## src/hw/rtl/gbf_pkg.sv

```systemverilog
// ----------------------------------------------------------------------------
// gbf_pkg
// Shared types, codes and helpers of the glyph blit frame buffer block.
// ----------------------------------------------------------------------------
package gbf_pkg;

  // Request type codes
  localparam logic [2:0] REQ_LOAD_DESC  = 3'd0;
  localparam logic [2:0] REQ_LOAD_GLYPH = 3'd1;
  localparam logic [2:0] REQ_SET_CURSOR = 3'd2;
  localparam logic [2:0] REQ_DRAW       = 3'd3;
  localparam logic [2:0] REQ_CLEAR      = 3'd4;
  localparam logic [2:0] REQ_READ       = 3'd5;

  // Configuration register indexes (byte address / 4)
  localparam logic [2:0] CFG_FIRST_CHAR = 3'd0;
  localparam logic [2:0] CFG_LAST_CHAR  = 3'd1;
  localparam logic [2:0] CFG_HEIGHT     = 3'd2;
  localparam logic [2:0] CFG_SPACE      = 3'd3;
  localparam logic [2:0] CFG_SPACING    = 3'd4;

  localparam int unsigned APB_AW = 5;
  localparam logic [7:0] SPACE_CODE = 8'd32;

  typedef struct packed {
    logic [2:0]  req_type;
    logic [11:0] addr;
    logic [7:0]  glyph_width;
    logic [11:0] glyph_offset;
    logic [7:0]  data_byte;
    logic [7:0]  new_cursor_x;
    logic [2:0]  new_cursor_page;
    logic [7:0]  char_code;
  } in_item_t;

  typedef struct packed {
    logic [7:0] read_byte;
    logic [7:0] cursor_x_now;
    logic       char_drawn;
  } out_item_t;

  typedef struct packed {
    logic [7:0] first_char;
    logic [7:0] last_char;
    logic [3:0] height_pages;
    logic [7:0] space_width;
    logic [3:0] char_spacing;
  } cfg_t;

  // Classified operation handed from front to back
  typedef enum logic [2:0] {
    OP_NOP,
    OP_LOAD_DESC,
    OP_LOAD_GLYPH,
    OP_SET_CURSOR,
    OP_SPACE,
    OP_DRAW,
    OP_CLEAR,
    OP_READ
  } op_e;

  typedef struct packed {
    op_e         op;
    logic [11:0] addr;
    logic [7:0]  width;
    logic [11:0] offset;
    logic [7:0]  data;
    logic [7:0]  cur_x;
    logic [2:0]  cur_page;
    logic [7:0]  idx;
  } cmd_t;

  // Add to the cursor, saturate at 255
  function automatic logic [7:0] sat_add(input logic [7:0] a, input logic [8:0] b);
    logic [9:0] s;
    s = {2'b00, a} + {1'b0, b};
    return (s > 10'd255) ? 8'd255 : s[7:0];
  endfunction

endpackage

```

## src/hw/rtl/gbf_front.sv

```systemverilog
// ----------------------------------------------------------------------------
// gbf_front
// Accepts requests, checks ranges and the font window, classifies them.
// ----------------------------------------------------------------------------
module gbf_front #(
  parameter int unsigned DESCRIPTOR_DEPTH  = 256,
  parameter int unsigned GLYPH_STORE_DEPTH = 4096,
  parameter int unsigned FB_BYTES          = 512
) (
  input  logic              in_valid_i,
  input  gbf_pkg::in_item_t in_item_i,
  input  gbf_pkg::cfg_t     cfg_i,
  input  logic              queue_full_i,
  input  logic              init_busy_i,
  output logic              in_stall_o,
  output logic              push_o,
  output gbf_pkg::cmd_t     cmd_o
);
  import gbf_pkg::*;

  logic [7:0] idx;
  logic       in_font;

  assign in_stall_o = queue_full_i | init_busy_i;
  assign push_o     = in_valid_i & ~in_stall_o;

  // Font window check
  assign idx     = in_item_i.char_code - cfg_i.first_char;
  assign in_font = (in_item_i.char_code >= cfg_i.first_char) &&
                   (in_item_i.char_code <= cfg_i.last_char) &&
                   (32'(idx) < DESCRIPTOR_DEPTH);

  // Classify the request
  always_comb begin
    cmd_o.addr     = in_item_i.addr;
    cmd_o.width    = in_item_i.glyph_width;
    cmd_o.offset   = in_item_i.glyph_offset;
    cmd_o.data     = in_item_i.data_byte;
    cmd_o.cur_x    = in_item_i.new_cursor_x;
    cmd_o.cur_page = in_item_i.new_cursor_page;
    cmd_o.idx      = idx;
    case (in_item_i.req_type)
      REQ_LOAD_DESC: begin
        cmd_o.op = (32'(in_item_i.addr) < DESCRIPTOR_DEPTH) ? OP_LOAD_DESC : OP_NOP;
      end
      REQ_LOAD_GLYPH: begin
        cmd_o.op = (32'(in_item_i.addr) < GLYPH_STORE_DEPTH) ? OP_LOAD_GLYPH : OP_NOP;
      end
      REQ_SET_CURSOR: cmd_o.op = OP_SET_CURSOR;
      REQ_DRAW: begin
        if (in_item_i.char_code == SPACE_CODE) begin
          cmd_o.op = OP_SPACE;
        end else begin
          cmd_o.op = in_font ? OP_DRAW : OP_NOP;
        end
      end
      REQ_CLEAR: cmd_o.op = OP_CLEAR;
      REQ_READ: begin
        cmd_o.op = (32'(in_item_i.addr) < FB_BYTES) ? OP_READ : OP_NOP;
      end
      default: cmd_o.op = OP_NOP;
    endcase
  end

endmodule

```

## config.mk

```make
export PLATFORM = sky130hd
export DESIGN_NAME = gbf_front
export DESIGN_NICKNAME = d
export VERILOG_FILES = /design/src/hw/rtl/gbf_pkg.sv /design/src/hw/rtl/gbf_front.sv
export SDC_FILE = /design/constraint.sdc
export NUM_CORES = 1
export LEC_CHECK = 0
export CAP_MARGIN = 20
export CORE_AREA = 4 4 61 63
export DETAILED_ROUTE_END_ITERATION = 10
export DIE_AREA = 0 0 65 67
export DONT_BUFFER_PORTS = 1
export GPL_ROUTABILITY_DRIVEN = 0
export PLACE_DENSITY = 0.58
export SLEW_MARGIN = 5
export SYNTH_ARGS = -nofsm -noshare
export SYNTH_HDL_FRONTEND = slang
export SYNTH_SLANG_ARGS = --single-unit
```

## constraint.sdc

```tcl
create_clock -name vclk -period 4.9
set_clock_uncertainty 0.2 [all_clocks]
set_input_delay 0.49 -clock vclk [all_inputs]
set_output_delay 0.49 -clock vclk [all_outputs]
set_load 0.05 [all_outputs]
```

==> impl_metrics.tcl, run 1 <==
set metrics [dict create \
    synthesis.area_um2 1100 \
    critPathRequiredTime_ns 4.21 \
    drtPass1Iterations 3 \
    synth_adder_area_share_pct 19.9 \
    synth_seq_area_share_pct 0 \
    ios 161 \
    num-nets-final 221 \
    busiest_layer "met2" \
    die-area_um2 4360 \
    muxShareOfSynthArea_pct 0 \
    seq_area_um2 0 \
    crit_type "in2out" \
    synthSimpleGateAreaFrac_pct 15.5 \
    arrival_ns 2.50 \
    multi_input_area_um2 648 \
    grt_util_met3_pct 4.05 \
    hpwl_mm 1.96 \
    drt_iter0_markers 15 \
    power_uw 136 \
    cp-end-kind "output port" \
    die_y_um 67 \
    yosysWarnings 0 \
    critPathLaunchType "primary input" \
    die_w_um 65 \
    drv_cap 0 \
    grt_remaining_overflow 0 \
    drc 0 \
    drive_above_1_share_pct 10.5 \
    met1_usage_pct 9.64 \
    antenna_found_initial 0 \
    start_util_pct 34.2 \
    worstSetupEndpoint "cmd_o[59]" \
    startpoint "in_item_i[0]" \
    ir_drop_mv 0.0567 \
    global_route.usage.met2_pct 18.1 \
    synth-xor-area-share_pct 4.76 \
    portBuffers 0 \
    clock_buffers 0 \
    min_period_ns 3.19 \
    nFillCells 363 \
    rsz0062_at_grt "no" \
    seq_cells 0 \
    synth_top_area_share_pct 34.7 \
    num_vias 783 \
    ant_nets 0 \
    slew_violations 0 \
    setup_viol 0 \
    synth.distinct_cells 34 \
    post_drt_via_cell_ratio 5.19 \
    rows 21 \
    syn-num-nets 268 \
    detail_route.wl_per_cell_um 14.2 \
    finalSetupTns_ns 0 \
    synth_top_family_by_area "buffers and inverters" \
    cts_resized 0 \
    grt_max_degree 7 \
    max_freq_mhz 313 \
    powerDensity_nw_per_um2 170 \
    netlist_instances 154 \
    maxSlewHeadroom_pct 22.6 \
    leakagePower_nw 0.389 \
    grtUsageTotal_pct 9.50 \
    path_max_fanout 3 \
    status "finished, final reports clean" \
    area_growth_pct -27.6 \
    tightest_slew_ns 1.15 \
    yosysMostFrequentCell "buf_4" \
    timing.hold.ws_ns 0.780 \
    min_period_over_period_pct 65.1 \
    hold_buffers 0 \
    routed_wl_mm 2.15 \
    grt_first_pass_wirelength_mm 3.39 \
    yosys.area.top_type "buf_4" \
    postCtsSetupBuffers 0 \
    synthTopCellsByCount "buf_4 (51), inv_1 (21), ha_1 (16)" \
    antenna_cells 0 \
    grt_pass1_vias 810 \
    hp-class "in2out" \
    synth_area_leaders "buf_4 (35%), ha_1 (18%), inv_1 (7.1%)" \
    syn_avg_cell_area_um2 7.17 \
    synth_compound_area_share_pct 18.0 \
    core_um2 3230 \
    hold_viol_final 0 \
]
-- routing by layer --
metal | wire length (µm) | vias up
li1 | - | 366
met1 | 793 | 359
met2 | 1120 | 52
met3 | 217 | 6
met4 | 13 | 0
met5 | 0 | -
-- cell type report --
class / count / area share [%]
Timing Repair Buffer: 2 / 1.88
Inverter: 21 / 9.86
Tap cell: 46 / 7.20
Multi-Input combinational cell: 82 / 81.1
-- kinds of logic after synthesis --
logic type / after synthesis
AND/OR/NAND/NOR: 32
buffers and inverters: 72
adder cells (fa/ha/maj): 17
XOR/XNOR: 6
AO/OA/AOI/OAI: 27
-- per-stage QoR --
stage / cell area [µm²] / cells / setup WS, ns / util (%)
floorplan: 1100 / 154 / 1.53 / -
global placement: 800 / 151 / 1.73 / 24.7
detailed placement: 800 / 151 / 1.72 / 24.7
CTS: 800 / 151 / 1.71 / 24.7
global route: 800 / 151 / 1.61 / 24.7
finish: 800 / 151 / 1.71 / 24.7
-- worst max-delay path, cell delays in order --
cell,delay [ns]
inv_1,0.04
ha_1,0.25
fa_1,0.41
nand2b_2,0.21
a21oi_4,0.16
o2111ai_2,0.16
a211o_1,0.29
o21ai_2,0.47
-- report_power, final --
part	internal (mW)	switching, mW
logic	0.0378	0.0979
registers	0	0
clock network	0	0
-- how the worst min path moves through the flow --
stage,start,endpoint,slack (ns),depth (start not counted)
after detailed placement,in_item_i[10],cmd_o[10],0.78,0
after global placement,in_item_i[10],cmd_o[10],0.78,0
after floorplan,in_item_i[10],cmd_o[10],0.95,1
after CTS,in_item_i[10],cmd_o[10],0.78,0
final,in_item_i[18],cmd_o[18],0.78,0
after global routing,in_item_i[21],cmd_o[21],0.78,0
-- layout by cell type, fill, tap and decap left out, types with 2 or more instances in the layout --
master | netlist | final
o211ai_1 | 2 | 2
ha_1 | 16 | 16
nor2_1 | 9 | 9
nand2_1 | 5 | 5
buf_4 | 51 | 2
nand2b_1 | 2 | 2
a21oi_1 | 9 | 9
a31oi_1 | 2 | 2
xnor2_1 | 5 | 5
or2_2 | 2 | 2
nor3_1 | 4 | 4
inv_1 | 21 | 21
nor2b_1 | 2 | 2
nand4_1 | 3 | 3
Power figures use the tool's default switching activity.
==> inputs of run 2 (changes only) <==
==> constraint.sdc (replaced) <==
create_clock -name vclk -period 3.3
set_clock_uncertainty 0.2 [all_clocks]
set_input_delay 0.33 -clock vclk [all_inputs]
set_output_delay 0.33 -clock vclk [all_outputs]
set_load 0.05 [all_outputs]
==> impl_metrics.tcl, run 2 (same netlist as run 1, synthesis figures left out) <==
set metrics [dict create \
    start_util_pct 34.2 \
    grt_max_degree 7 \
    mostFrequentLayoutCells "inv_1 (21), ha_1 (16), nor2_1 (9), a21oi_1 (9), buf_4 (8)" \
    slew_violations 0 \
    drive_above_1_share_pct 15.3 \
    grt_remaining_overflow 0 \
    hold_viol_final 0 \
    antenna_cells 0 \
    hp-class "in2out" \
    ant_nets 0 \
    detail_route.wl_per_cell_um 13.7 \
    portBuffers 0 \
    arrival_ns 2.28 \
    max_freq_mhz 356 \
    multi_input_area_um2 648 \
    die_y_um 67 \
    dp_cells 157 \
    seq_cells 0 \
    maxSlewHeadroom_pct 40.6 \
    drv_cap 0 \
    startpoint "in_item_i[0]" \
    fin_util_pct 26.1 \
    critPathLaunchType "primary input" \
    core_um2 3230 \
    stdcell_count 157 \
    worstHoldEndpoint "cmd_o[18]" \
    postCtsSetupBuffers 0 \
    status "finished, final reports clean" \
    tightest_slew_ns 0.889 \
    seq_area_um2 0 \
    area_growth_pct -23.6 \
    ios 161 \
    crit_type "in2out" \
    powerDensity_nw_per_um2 264 \
    critPathRequiredTime_ns 2.77 \
    die_w_um 65 \
    holdCritStartpoint "in_item_i[18]" \
    grtUsageTotal_pct 9.03 \
    cts_resized 0 \
    grt_pass1_vias 757 \
    hold_buffers 0 \
    rows 21 \
    routed_wl_mm 2.15 \
    finalSetupTns_ns 0 \
    leakagePower_nw 0.418 \
    drt_iter0_markers 9 \
    cp-end-kind "output port" \
    drtPass1Iterations 4 \
    rsz0062_at_grt "no" \
    fin_area_um2 845 \
    num_vias 780 \
    place_area_um2 845 \
    grt_first_pass_wirelength_mm 3.24 \
    nFillCells 374 \
    min_period_ns 2.81 \
    hpwl_mm 2.00 \
    ir_drop_mv 0.0826 \
    min_period_over_period_pct 85.0 \
    antenna_found_initial 0 \
    clock_buffers 0 \
    num-nets-final 227 \
    post_drt_via_cell_ratio 4.97 \
    hold_path_depth 0 \
    power_uw 223 \
    path_max_fanout 3 \
    drc 0 \
    die-area_um2 4360 \
    final_common_cell "inv_1" \
    setup_viol 0 \
]
-- run 2: cell count changes in the layout (fill, tap and decap cells not counted), sizes merged --
| cell | before | now |
|---|---|---|
| buf | 2 | 8 |
-- run 2: power breakdown --
part / switching, mW / leakage, nW / total, mW / internal, mW
combinational: 0.148 / 0.418 / 0.223 / 0.0746
clock: 0 / 0 / 0 / 0
sequential: 0 / 0 / 0 / 0
total: 0.148 / 0.418 / 0.223 / 0.0746
-- run 2: per-stage QoR --
step	hold slack [ns]	setup slack (ns)
2_1_floorplan	0.627	0.250
3_3_place_gp	0.460	0.602
3_5_place_dp	0.460	0.538
4_1_cts	0.460	0.515
5_1_grt	0.460	0.419
6_report	0.460	0.495
-- run 2: metal layers --
| metal | part of all wire (%) | global-route usage, % |
|---|---|---|
| met1 | 37 | 9.24 |
| met5 | 0 | 0 |
| met2 | 52 | 17.0 |
| met3 | 9.9 | 4.05 |
| met4 | 0.60 | 1.58 |
-- run 2: worst max-delay path by stage --
stage          cells after the start  slack, ns         to
4_1_cts                            9       0.52  cmd_o[61]
5_1_grt                            9       0.42  cmd_o[61]
3_3_place_gp                       9       0.60  cmd_o[59]
2_1_floorplan                      8       0.25  cmd_o[61]
3_5_place_dp                       9       0.54  cmd_o[61]
6_report                           9       0.49  cmd_o[61]
-- run 2: worst max-delay path, stage by stage --
cell and delay (ns):
inv_1 0.03, ha_1 0.25, fa_1 0.43, nand2b_2 0.22, a21oi_4 0.17, o2111ai_2 0.16, a41o_1 0.23, a31oi_1 0.20
buf_4 0.24
-- run 2: layout make-up --
type,instances,share of cell area (%)
repair buffers,8,7.11
well taps,46,6.81
inverters,21,9.33
multi-input cells,82,76.7
