**config.mk**
```make
export PLATFORM = sky130hd
export DESIGN_NAME = gbf_queue
export DESIGN_NICKNAME = d
export VERILOG_FILES = /design/src/hw/rtl/gbf_pkg.sv /design/src/hw/rtl/gbf_queue.sv
export SDC_FILE = /design/constraint.sdc
export NUM_CORES = 1
export LEC_CHECK = 0
export BUFFER_PORTS_ARGS = -buffer_cell sky130_fd_sc_hd__clkbuf_2
export CAP_MARGIN = 20
export CORE_MARGIN = 3
export CORE_UTILIZATION = 40
export CTS_CLUSTER_DIAMETER = 50
export DETAILED_ROUTE_END_ITERATION = 12
export GPL_TIMING_DRIVEN = 0
export SYNTH_ARGS = -nofsm -noshare
export SYNTH_HDL_FRONTEND = slang
export SYNTH_SLANG_ARGS = --single-unit
```
**constraint.sdc**
```tcl
create_clock -name clk_i -period 9.7 [get_ports clk_i]
set_input_delay 2.91 -clock clk_i [delete_from_list [all_inputs] [get_ports clk_i]]
set_output_delay 2.91 -clock clk_i [all_outputs]
set_load 0.005 [all_outputs]
```
**src/hw/rtl/gbf_pkg.sv**
```systemverilog
// ----------------------------------------------------------------------------
// gbf_pkg
// Shared types, codes and helpers of the glyph blit frame buffer block.
// ----------------------------------------------------------------------------
package gbf_pkg;

  // Request type codes
  localparam logic [2:0] REQ_LOAD_DESC  = 3'd0;
  localparam logic [2:0] REQ_LOAD_GLYPH = 3'd1;
  localparam logic [2:0] REQ_SET_CURSOR = 3'd2;
  localparam logic [2:0] REQ_DRAW       = 3'd3;
  localparam logic [2:0] REQ_CLEAR      = 3'd4;
  localparam logic [2:0] REQ_READ       = 3'd5;

  // Configuration register indexes (byte address / 4)
  localparam logic [2:0] CFG_FIRST_CHAR = 3'd0;
  localparam logic [2:0] CFG_LAST_CHAR  = 3'd1;
  localparam logic [2:0] CFG_HEIGHT     = 3'd2;
  localparam logic [2:0] CFG_SPACE      = 3'd3;
  localparam logic [2:0] CFG_SPACING    = 3'd4;

  localparam int unsigned APB_AW = 5;
  localparam logic [7:0] SPACE_CODE = 8'd32;

  typedef struct packed {
    logic [2:0]  req_type;
    logic [11:0] addr;
    logic [7:0]  glyph_width;
    logic [11:0] glyph_offset;
    logic [7:0]  data_byte;
    logic [7:0]  new_cursor_x;
    logic [2:0]  new_cursor_page;
    logic [7:0]  char_code;
  } in_item_t;

  typedef struct packed {
    logic [7:0] read_byte;
    logic [7:0] cursor_x_now;
    logic       char_drawn;
  } out_item_t;

  typedef struct packed {
    logic [7:0] first_char;
    logic [7:0] last_char;
    logic [3:0] height_pages;
    logic [7:0] space_width;
    logic [3:0] char_spacing;
  } cfg_t;

  // Classified operation handed from front to back
  typedef enum logic [2:0] {
    OP_NOP,
    OP_LOAD_DESC,
    OP_LOAD_GLYPH,
    OP_SET_CURSOR,
    OP_SPACE,
    OP_DRAW,
    OP_CLEAR,
    OP_READ
  } op_e;

  typedef struct packed {
    op_e         op;
    logic [11:0] addr;
    logic [7:0]  width;
    logic [11:0] offset;
    logic [7:0]  data;
    logic [7:0]  cur_x;
    logic [2:0]  cur_page;
    logic [7:0]  idx;
  } cmd_t;

  // Add to the cursor, saturate at 255
  function automatic logic [7:0] sat_add(input logic [7:0] a, input logic [8:0] b);
    logic [9:0] s;
    s = {2'b00, a} + {1'b0, b};
    return (s > 10'd255) ? 8'd255 : s[7:0];
  endfunction

endpackage

```
**src/hw/rtl/gbf_queue.sv**
```systemverilog
// ----------------------------------------------------------------------------
// gbf_queue
// Two-entry command queue between the front and the back.
// ----------------------------------------------------------------------------
module gbf_queue (
  input  logic          clk_i,
  input  logic          rst_ni,
  input  logic          push_i,
  input  gbf_pkg::cmd_t push_cmd_i,
  input  logic          pop_i,
  output gbf_pkg::cmd_t head_o,
  output logic          empty_o,
  output logic          full_o
);
  import gbf_pkg::*;

  cmd_t       slot_q [2];
  logic       wr_ptr_q, wr_ptr_d;
  logic       rd_ptr_q, rd_ptr_d;
  logic [1:0] count_q, count_d;

  assign empty_o = (count_q == 2'd0);
  assign full_o  = (count_q == 2'd2);
  assign head_o  = slot_q[rd_ptr_q];

  // Advance pointers and count
  always_comb begin
    wr_ptr_d = push_i ? ~wr_ptr_q : wr_ptr_q;
    rd_ptr_d = pop_i ? ~rd_ptr_q : rd_ptr_q;
    count_d  = count_q + {1'b0, push_i} - {1'b0, pop_i};
  end

  always_ff @(posedge clk_i or negedge rst_ni) begin
    if (!rst_ni) begin
      wr_ptr_q <= 1'b0;
      rd_ptr_q <= 1'b0;
      count_q  <= 2'd0;
    end else begin
      wr_ptr_q <= wr_ptr_d;
      rd_ptr_q <= rd_ptr_d;
      count_q  <= count_d;
    end
  end

  // Store the pushed command
  always_ff @(posedge clk_i) begin
    if (push_i) begin
      slot_q[wr_ptr_q] <= push_cmd_i;
    end
  end

endmodule

```
==> impl_results.html, run 1 <==
<table>
<tr><th>Metric</th><th>Value</th></tr>
<tr><th colspan="2">Worst setup path</th></tr>
<tr><td>Critical path capture point type</td><td>output pin</td></tr>
<tr><td>Required time reported for the critical path endpoint</td><td>6790 ps</td></tr>
<tr><td>Arrival time worst endpoint</td><td>1550 ps</td></tr>
<tr><td>Critical path type</td><td>flip-flop to output pin</td></tr>
<tr><td>Worst setup startpoint</td><td>rd_ptr_q$_DFFE_PN0P_</td></tr>
<tr><td>Number of cells traversed by the worst register-to-register path</td><td>1</td></tr>
<tr><td>R2r startpoint</td><td>wr_ptr_q$_DFFE_PN0P_</td></tr>
<tr><td>Setup crit start kind</td><td>flip-flop</td></tr>
<tr><td>Highest fanout seen on the critical path</td><td>10</td></tr>
<tr><th colspan="2">Global routing</th></tr>
<tr><td>GRT Residual Overflow</td><td>0</td></tr>
<tr><td>Pin count of the biggest net entering global routing</td><td>63</td></tr>
<tr><td>Total global routing track utilization</td><td>12.68%</td></tr>
<tr><td>Via count of the first global-routing pass</td><td>2588</td></tr>
<tr><td>Wire length of the first global-routing pass</td><td>13210 microns</td></tr>
<tr><td>Number of antenna violations at the first check in global routing</td><td>0</td></tr>
<tr><th colspan="2">Detailed routing</th></tr>
<tr><td>Iter 0 DRT Violations</td><td>103</td></tr>
<tr><td>Number of iterations in the first detailed-routing pass</td><td>4</td></tr>
<tr><td>Total wire length after detailed routing</td><td>8298 microns</td></tr>
<tr><td>Final routed DRC violation total</td><td>0</td></tr>
<tr><td>Post-DR vias/cell</td><td>4.419</td></tr>
<tr><td>Remaining antenna violation count after routing</td><td>0</td></tr>
<tr><td>Via Count</td><td>2382</td></tr>
<tr><td>Routed len/inst</td><td>15.40 microns</td></tr>
<tr><th colspan="2">Clock tree</th></tr>
<tr><td>Post-CTS Repair Setup Buffers</td><td>0</td></tr>
<tr><td>Max H-tree Level</td><td>4</td></tr>
<tr><td>Cell at the root of the clock tree</td><td>sky130_fd_sc_hd__clkbuf_16</td></tr>
<tr><td>CTS Buf Count</td><td>17</td></tr>
<tr><td>Number of sinks handled by clock tree synthesis</td><td>128</td></tr>
<tr><td>Hold buffer count at CTS</td><td>0</td></tr>
<tr><td>Clock-pin slew on the worst setup and hold paths</td><td>50 ps</td></tr>
<tr><td>TritonCTS clock tree</td><td>built</td></tr>
<tr><td>Buffer levels on the longest clock path</td><td>2</td></tr>
<tr><td>Clock network latency to the later pin of the worst-skew pair</td><td>400 ps</td></tr>
<tr><td>Resized Gates After CTS</td><td>0</td></tr>
<tr><th colspan="2">STA</th></tr>
<tr><td>Final worst path period need</td><td>4461 ps</td></tr>
<tr><td>Highest achievable clock rate</td><td>224.2 MHz</td></tr>
<tr><td>Final Slew Violations</td><td>0</td></tr>
<tr><td>Post-route clock skew</td><td>4.844 ps</td></tr>
<tr><td>Endpoints failing setup</td><td>0</td></tr>
<tr><td>Slew at the pin closest to its max-slew limit</td><td>865.6 ps</td></tr>
<tr><td>Number of hold violations in the final report</td><td>0</td></tr>
<tr><td>Slew Limit Headroom</td><td>42.29%</td></tr>
<tr><td>Post-route fraction of the period consumed by the critical path</td><td>45.98%</td></tr>
<tr><td>Final worst-path setup slack</td><td>5239 ps</td></tr>
<tr><td>RSZ-0062 raised after global routing</td><td>false</td></tr>
<tr><td>Final total negative setup slack</td><td>0 ps</td></tr>
<tr><th colspan="2">Pwr</th></tr>
<tr><td>Cell-internal power</td><td>1469 uW</td></tr>
<tr><td>Sum of internal, switching and leakage power</td><td>1957 uW</td></tr>
<tr><td>Clock share of power</td><td>31.3%</td></tr>
<tr><td>Portion of total power attributed to combinational logic</td><td>29.6%</td></tr>
<tr><td>Sw power</td><td>487.8 uW</td></tr>
<tr><td>Switching part of the total</td><td>24.92%</td></tr>
<tr><td>Largest vdd supply drop</td><td>142.7 uV</td></tr>
<tr><td>Sequential Power Share</td><td>39.1%</td></tr>
<tr><td>Leakage power total</td><td>0.002666 uW</td></tr>
<tr><td>PwrDens</td><td>303.2 nW/um^2</td></tr>
<tr><th colspan="2">Yosys</th></tr>
<tr><td>Post-synthesis instance area</td><td>4971 sq um</td></tr>
<tr><td>Number of cells produced by synthesis</td><td>208</td></tr>
<tr><td>Number of enable flip-flop cells after synthesis</td><td>124</td></tr>
<tr><td>Cell types occupying the most area after synthesis</td><td>sky130_fd_sc_hd__edfxtp_1 75%, sky130_fd_sc_hd__mux2_4 18%, sky130_fd_sc_hd__buf_12 2.4%, sky130_fd_sc_hd__dfrtp_1 2.0%, sky130_fd_sc_hd__mux2_2 0.68%</td></tr>
<tr><td>Share of async-settable or async-resettable flops after synthesis</td><td>3.125%</td></tr>
<tr><td>Nets in the synthesized netlist</td><td>276</td></tr>
<tr><td>Library cells used by synthesis</td><td>13</td></tr>
<tr><td>Syn. warnings</td><td>0</td></tr>
<tr><td>Yosys top cell area share</td><td>74.91%</td></tr>
<tr><td>Flip-flop cell with the highest count after synthesis</td><td>sky130_fd_sc_hd__edfxtp_1</td></tr>
<tr><td>Mean instance size in the synthesized netlist</td><td>23.90 sq um</td></tr>
<tr><td>Synth area leader</td><td>sky130_fd_sc_hd__edfxtp_1</td></tr>
<tr><td>Most used standard cell by instance count after synthesis</td><td>sky130_fd_sc_hd__edfxtp_1</td></tr>
<tr><td>Proportion of synthesized chip area in sequential cells</td><td>76.92%</td></tr>
<tr><td>Most instantiated cells after synthesis</td><td>124 x sky130_fd_sc_hd__edfxtp_1, 59 x sky130_fd_sc_hd__mux2_4, 6 x sky130_fd_sc_hd__buf_12</td></tr>
<tr><td>Yosys reg bits</td><td>128</td></tr>
<tr><th colspan="2">Place</th></tr>
<tr><td>Post-detailed-placement cell area</td><td>5877 sq um</td></tr>
<tr><td>GP Congestion</td><td>0.6782</td></tr>
<tr><td>Post-placement worst setup slack</td><td>5472 ps</td></tr>
<tr><td>Count of input and output buffers</td><td>129</td></tr>
<tr><td>DP HPWL</td><td>5398 microns</td></tr>
<tr><th colspan="2">Flow run</th></tr>
<tr><td>Count of max-cap constraint violations</td><td>0</td></tr>
<tr><th colspan="2">Floorplan</th></tr>
<tr><td>Initial cell density of the core</td><td>41.21%</td></tr>
<tr><td>I/O pin count</td><td>130</td></tr>
<tr><td>Width of the chip</td><td>117.5 microns</td></tr>
<tr><td>Core Box Area</td><td>12060 sq um</td></tr>
<tr><td>Row count</td><td>40</td></tr>
<tr><td>Die height</td><td>117.5 microns</td></tr>
<tr><td>Die area</td><td>13800 sq um</td></tr>
<tr><th colspan="2">Cells and area</th></tr>
<tr><td>Number of fill cells</td><td>980</td></tr>
<tr><td>Post-layout nets</td><td>426</td></tr>
<tr><td>Share of final-layout standard cells stronger than drive strength 1</td><td>61.99%</td></tr>
<tr><td>Area growth syn-to-layout</td><td>29.85%</td></tr>
<tr><td>Final Instance Area</td><td>6455 sq um</td></tr>
<tr><td>ANT cells</td><td>0</td></tr>
<tr><th colspan="2">Min path</th></tr>
<tr><td>Cells on Worst Hold Path</td><td>1</td></tr>
<tr><td>Type of the tightest min-delay check</td><td>flip-flop to flip-flop</td></tr>
<tr><td>Launch instance of the worst min-delay path</td><td>wr_ptr_q$_DFFE_PN0P_</td></tr>
<tr><th colspan="2">Outcome</th></tr>
<tr><td>Outcome</td><td>finished, final reports clean</td></tr>
</table>
-- metal layers --
layer	GRT usage, %	vias up	routed length [microns]
li1	-	1127	-
met4	5.934	0	174
met1	14.61	1150	3499
met5	0	-	0
met3	5.718	14	551
met2	20.34	91	4072
-- state kept, by name, summed over array words and instances, names as in the netlist --
name and count:
wr_ptr_q 1, slot_q 124, count_q 2, rd_ptr_q 1
-- power groups by stage --
stage / sequential, uW / clock [uW] / combinational (uW)
floorplan: 775 / 0 / 395
global placement: 784 / 0 / 580
detailed placement: 776 / 0 / 595
CTS: 766 / 628 / 598
global route: 775 / 653 / 626
finish: 764 / 613 / 580
-- final cells by class --
cell class              count  area (sq um)  share of cell area [%]
repair buffers            131         685.7                   10.62
flip-flops and latches    128          3824                   59.24
multi-input cells          71          1018                   15.78
inverters                   2         7.507                  0.1163
clock inverters            13         145.1                   2.248
well taps                 168         210.2                   3.256
plain buffers               7         131.4                   2.035
clock buffers              19         432.9                   6.707
-- metrics by stage --
step	std cells	hold WS, ps	util [%]
5_1_grt	539	582.8	53.52
6_report	539	551.3	53.52
2_1_floorplan	208	455.5	-
4_1_cts	539	555.8	53.52
3_5_place_dp	507	547.1	48.72
3_3_place_gp	505	471.7	48.31
-- path summary, 6_finish.rpt --
| kind | slack (ps) | to |
|---|---|---|
| setup reg to reg | 8110 | slot_q[1][31]$_DFFE_PP_ |
| hold / removal | 550 | wr_ptr_q$_DFFE_PN0P_ |
| hold reg to reg | 550 | wr_ptr_q$_DFFE_PN0P_ |
| setup / recovery | 5240 | head_o[32] |
| min in group asynchronous | 2300 | count_q[0]$_DFF_PN0_ |
| max in group asynchronous | 7280 | rd_ptr_q$_DFFE_PN0P_ |
-- cells in the final DEF (no fill, tap or decap), types with 2 or more instances in the layout --
master	Yosys	routed
sky130_fd_sc_hd__bufinv_16	0	3
sky130_fd_sc_hd__clkbuf_16	0	17
sky130_fd_sc_hd__edfxtp_1	124	124
sky130_fd_sc_hd__dfrtp_1	4	4
sky130_fd_sc_hd__clkinv_1	0	2
sky130_fd_sc_hd__mux2_2	3	3
sky130_fd_sc_hd__mux2_4	59	59
sky130_fd_sc_hd__clkbuf_2	0	129
sky130_fd_sc_hd__buf_12	6	8
sky130_fd_sc_hd__clkbuf_1	0	2
sky130_fd_sc_hd__ha_1	2	2
sky130_fd_sc_hd__clkinv_2	0	5
sky130_fd_sc_hd__inv_1	2	2
sky130_fd_sc_hd__xor2_1	2	2
sky130_fd_sc_hd__clkinvlp_4	0	3
-- cells by family (layout without fill, tap and decap cells) --
kind of cell	after synthesis	count (layout)	synth area share (%)
XOR/XNOR	3	3	0.8306
adder cells (fa/ha/maj)	2	2	0.5033
buffers and inverters	9	172	2.794
flip-flops	128	128	76.92
multiplexers	62	62	18.50
AND/OR/NAND/NOR	4	4	0.4530
-- critical path, cell delays in order, from the launching register on --
cell                       delay [ps]
sky130_fd_sc_hd__dfrtp_1          330
sky130_fd_sc_hd__buf_6            200
sky130_fd_sc_hd__buf_12           170
sky130_fd_sc_hd__mux2_4           300
sky130_fd_sc_hd__clkbuf_2         120
Power figures use the tool's default switching activity.
==> inputs of run 2 (changes only) <==
--- a/config.mk
+++ b/config.mk
@@ -12,6 +12,7 @@
 export CTS_CLUSTER_DIAMETER = 50
 export DETAILED_ROUTE_END_ITERATION = 12
 export GPL_TIMING_DRIVEN = 0
+export PLACE_DENSITY = 0.66
 export SYNTH_ARGS = -nofsm -noshare
 export SYNTH_HDL_FRONTEND = slang
 export SYNTH_SLANG_ARGS = --single-unit
==> constraint.sdc (replaced) <==
create_clock -name clk_i -period 3.8 [get_ports clk_i]
set_input_delay 1.14 -clock clk_i [delete_from_list [all_inputs] [get_ports clk_i]]
set_output_delay 1.14 -clock clk_i [all_outputs]
set_load 0.005 [all_outputs]
==> impl_results.html, run 2 (synthesis gave the netlist of run 1 again) <==
<table>
<tr><th>Metric</th><th>Value</th></tr>
<tr><th colspan="2">Pwr</th></tr>
<tr><td>PwrDens</td><td>748.4 nW/um^2</td></tr>
<tr><td>Leakage power total</td><td>0.002634 uW</td></tr>
<tr><td>Largest vdd supply drop</td><td>501.6 uV</td></tr>
<tr><th colspan="2">Flow run</th></tr>
<tr><td>Count of max-cap constraint violations</td><td>0</td></tr>
<tr><th colspan="2">Worst setup path</th></tr>
<tr><td>Critical path capture point type</td><td>output pin</td></tr>
<tr><td>Arrival time worst endpoint</td><td>1560 ps</td></tr>
<tr><td>Setup crit start kind</td><td>flip-flop</td></tr>
<tr><td>Required time reported for the critical path endpoint</td><td>2660 ps</td></tr>
<tr><td>Highest fanout seen on the critical path</td><td>10</td></tr>
<tr><td>Critical path type</td><td>flip-flop to output pin</td></tr>
<tr><th colspan="2">Clock tree</th></tr>
<tr><td>Hold buffer count at CTS</td><td>0</td></tr>
<tr><td>Cell at the root of the clock tree</td><td>sky130_fd_sc_hd__clkbuf_16</td></tr>
<tr><td>Clock-pin slew on the worst setup and hold paths</td><td>50 ps</td></tr>
<tr><td>Number of sinks handled by clock tree synthesis</td><td>128</td></tr>
<tr><td>Buffer levels on the longest clock path</td><td>2</td></tr>
<tr><td>TritonCTS clock tree</td><td>built</td></tr>
<tr><td>CTS Buf Count</td><td>17</td></tr>
<tr><td>Clock network latency to the later pin of the worst-skew pair</td><td>400 ps</td></tr>
<tr><td>Resized Gates After CTS</td><td>0</td></tr>
<tr><td>Max H-tree Level</td><td>4</td></tr>
<tr><td>Post-CTS Repair Setup Buffers</td><td>0</td></tr>
<tr><th colspan="2">STA</th></tr>
<tr><td>Post-route fraction of the period consumed by the critical path</td><td>70.96%</td></tr>
<tr><td>Final Slew Violations</td><td>0</td></tr>
<tr><td>RSZ-0062 raised after global routing</td><td>false</td></tr>
<tr><td>Post-route clock skew</td><td>4.351 ps</td></tr>
<tr><td>Endpoints failing setup</td><td>0</td></tr>
<tr><td>Slew at the pin closest to its max-slew limit</td><td>861.7 ps</td></tr>
<tr><td>Number of hold violations in the final report</td><td>0</td></tr>
<tr><td>Final total negative setup slack</td><td>0 ps</td></tr>
<tr><td>Final worst path period need</td><td>2696 ps</td></tr>
<tr><td>Slew Limit Headroom</td><td>42.55%</td></tr>
<tr><td>Highest achievable clock rate</td><td>370.9 MHz</td></tr>
<tr><td>Final worst-path setup slack</td><td>1104 ps</td></tr>
<tr><th colspan="2">Cells and area</th></tr>
<tr><td>Regs by FF count</td><td>slot_q: 124 flops, count_q: 2 flops</td></tr>
<tr><td>Register with the highest flop count</td><td>slot_q</td></tr>
<tr><td>Largest register FFs</td><td>124</td></tr>
<tr><td>Area growth syn-to-layout</td><td>28.06%</td></tr>
<tr><td>Number of fill cells</td><td>980</td></tr>
<tr><td>Area used by sequential logic in the layout</td><td>3824 sq um</td></tr>
<tr><td>Most frequent cells in the layout</td><td>129 x sky130_fd_sc_hd__clkbuf_2, 124 x sky130_fd_sc_hd__edfxtp_1, 59 x sky130_fd_sc_hd__mux2_4</td></tr>
<tr><td>ANT cells</td><td>0</td></tr>
<tr><td>Share of final-layout standard cells stronger than drive strength 1</td><td>60.65%</td></tr>
<tr><td>Most common cell after layout, fill and taps aside</td><td>sky130_fd_sc_hd__clkbuf_2</td></tr>
<tr><td>Post-layout nets</td><td>426</td></tr>
<tr><td>Area occupied by multi-input gates</td><td>1018 sq um</td></tr>
<tr><th colspan="2">Place</th></tr>
<tr><td>GP Congestion</td><td>0.6786</td></tr>
<tr><td>DP HPWL</td><td>5365 microns</td></tr>
<tr><td>Count of input and output buffers</td><td>129</td></tr>
<tr><td>Post-placement worst setup slack</td><td>1347 ps</td></tr>
<tr><th colspan="2">Detailed routing</th></tr>
<tr><td>Via Count</td><td>2397</td></tr>
<tr><td>Post-DR vias/cell</td><td>4.447</td></tr>
<tr><td>Iter 0 DRT Violations</td><td>92</td></tr>
<tr><td>Final routed DRC violation total</td><td>0</td></tr>
<tr><td>Routed len/inst</td><td>15.06 microns</td></tr>
<tr><td>Remaining antenna violation count after routing</td><td>0</td></tr>
<tr><td>Total wire length after detailed routing</td><td>8115 microns</td></tr>
<tr><td>Number of iterations in the first detailed-routing pass</td><td>4</td></tr>
<tr><th colspan="2">Global routing</th></tr>
<tr><td>Via count of the first global-routing pass</td><td>2488</td></tr>
<tr><td>Number of antenna violations at the first check in global routing</td><td>0</td></tr>
<tr><td>Wire length of the first global-routing pass</td><td>12770 microns</td></tr>
<tr><td>GRT Residual Overflow</td><td>0</td></tr>
<tr><td>Pin count of the biggest net entering global routing</td><td>63</td></tr>
<tr><td>Total global routing track utilization</td><td>12.34%</td></tr>
<tr><th colspan="2">Floorplan</th></tr>
<tr><td>Core Box Area</td><td>12060 sq um</td></tr>
<tr><td>Die area</td><td>13800 sq um</td></tr>
<tr><td>I/O pin count</td><td>130</td></tr>
<tr><td>Die height</td><td>117.5 microns</td></tr>
<tr><td>Initial cell density of the core</td><td>41.21%</td></tr>
<tr><td>Width of the chip</td><td>117.5 microns</td></tr>
<tr><td>Row count</td><td>40</td></tr>
<tr><th colspan="2">Outcome</th></tr>
<tr><td>Outcome</td><td>finished, final reports clean</td></tr>
<tr><th colspan="2">Min path</th></tr>
<tr><td>Type of the tightest min-delay check</td><td>primary input to asynchronous set/reset pin</td></tr>
</table>
run 2: cell count changes in the layout (fill, tap and decap cells not counted):
cell | before | now
sky130_fd_sc_hd__bufinv_16 | 3 | 0
sky130_fd_sc_hd__clkbuf_1 | 2 | 4
sky130_fd_sc_hd__clkinv_1 | 2 | 5
sky130_fd_sc_hd__clkinv_2 | 5 | 6
sky130_fd_sc_hd__clkinvlp_4 | 3 | 0
run 2: stage by stage:
stage               hold slack, ps  instance area, sq um  util [%]  total power, uW  std cells
detailed placement           537.7                  5877     48.72             3497        507
finish                       537.8                  6366     52.78             4764        539
global placement             486.3                  5829     48.33             3466        505
CTS                          515.4                  6366     52.78             4844        539
floorplan                    473.1                  4974         -             2981        208
global route                 512.3                  6366     52.78             5012        539
run 2: final timing paths:
check                                     start                      to  slack [ps]  cells after the start
hold reg to reg            wr_ptr_q$_DFFE_PN0P_    wr_ptr_q$_DFFE_PN0P_         540                      1
max in group asynchronous                rst_ni    wr_ptr_q$_DFFE_PN0P_        3130                      1
hold / removal                           rst_ni    count_q[0]$_DFF_PN0_         540                      1
setup reg to reg           wr_ptr_q$_DFFE_PN0P_  slot_q[1][9]$_DFFE_PP_        2230                      1
min in group clk_i         wr_ptr_q$_DFFE_PN0P_    wr_ptr_q$_DFFE_PN0P_         540                      1
setup / recovery           rd_ptr_q$_DFFE_PN0P_               head_o[5]        1100                      4
run 2: final cells by class:
cell class                 instances  share of cell area (%)
buffer                             7                   2.064
clock buffer                      21                   6.918
clock inverter                    11                  0.7665
inverter                           2                  0.1179
multi-input combinational         71                   16.00
sequential                       128                   60.06
tap                              168                   3.302
timing repair buffer             131                   10.77
run 2: critical path, stage by stage (launching register included):
cell	delay (ps)
sky130_fd_sc_hd__dfrtp_1	330
sky130_fd_sc_hd__buf_6	210
sky130_fd_sc_hd__buf_12	170
sky130_fd_sc_hd__mux2_4	310
sky130_fd_sc_hd__clkbuf_2	110
run 2: where the power goes:
part	total, uW	switching [uW]	internal [uW]
combinational	1480	621	855
sequential	1950	73.7	1880
clock	1330	524	811
run 2: routing by layer:
layer | track usage, % | vias to the layer above | part of all wire, %
met2 | 19.80 | 88 | 50
met3 | 5.622 | 18 | 7.1
met4 | 6.813 | 0 | 2.5
met5 | 0 | - | 0
met1 | 13.71 | 1162 | 41
li1 | - | 1129 | -
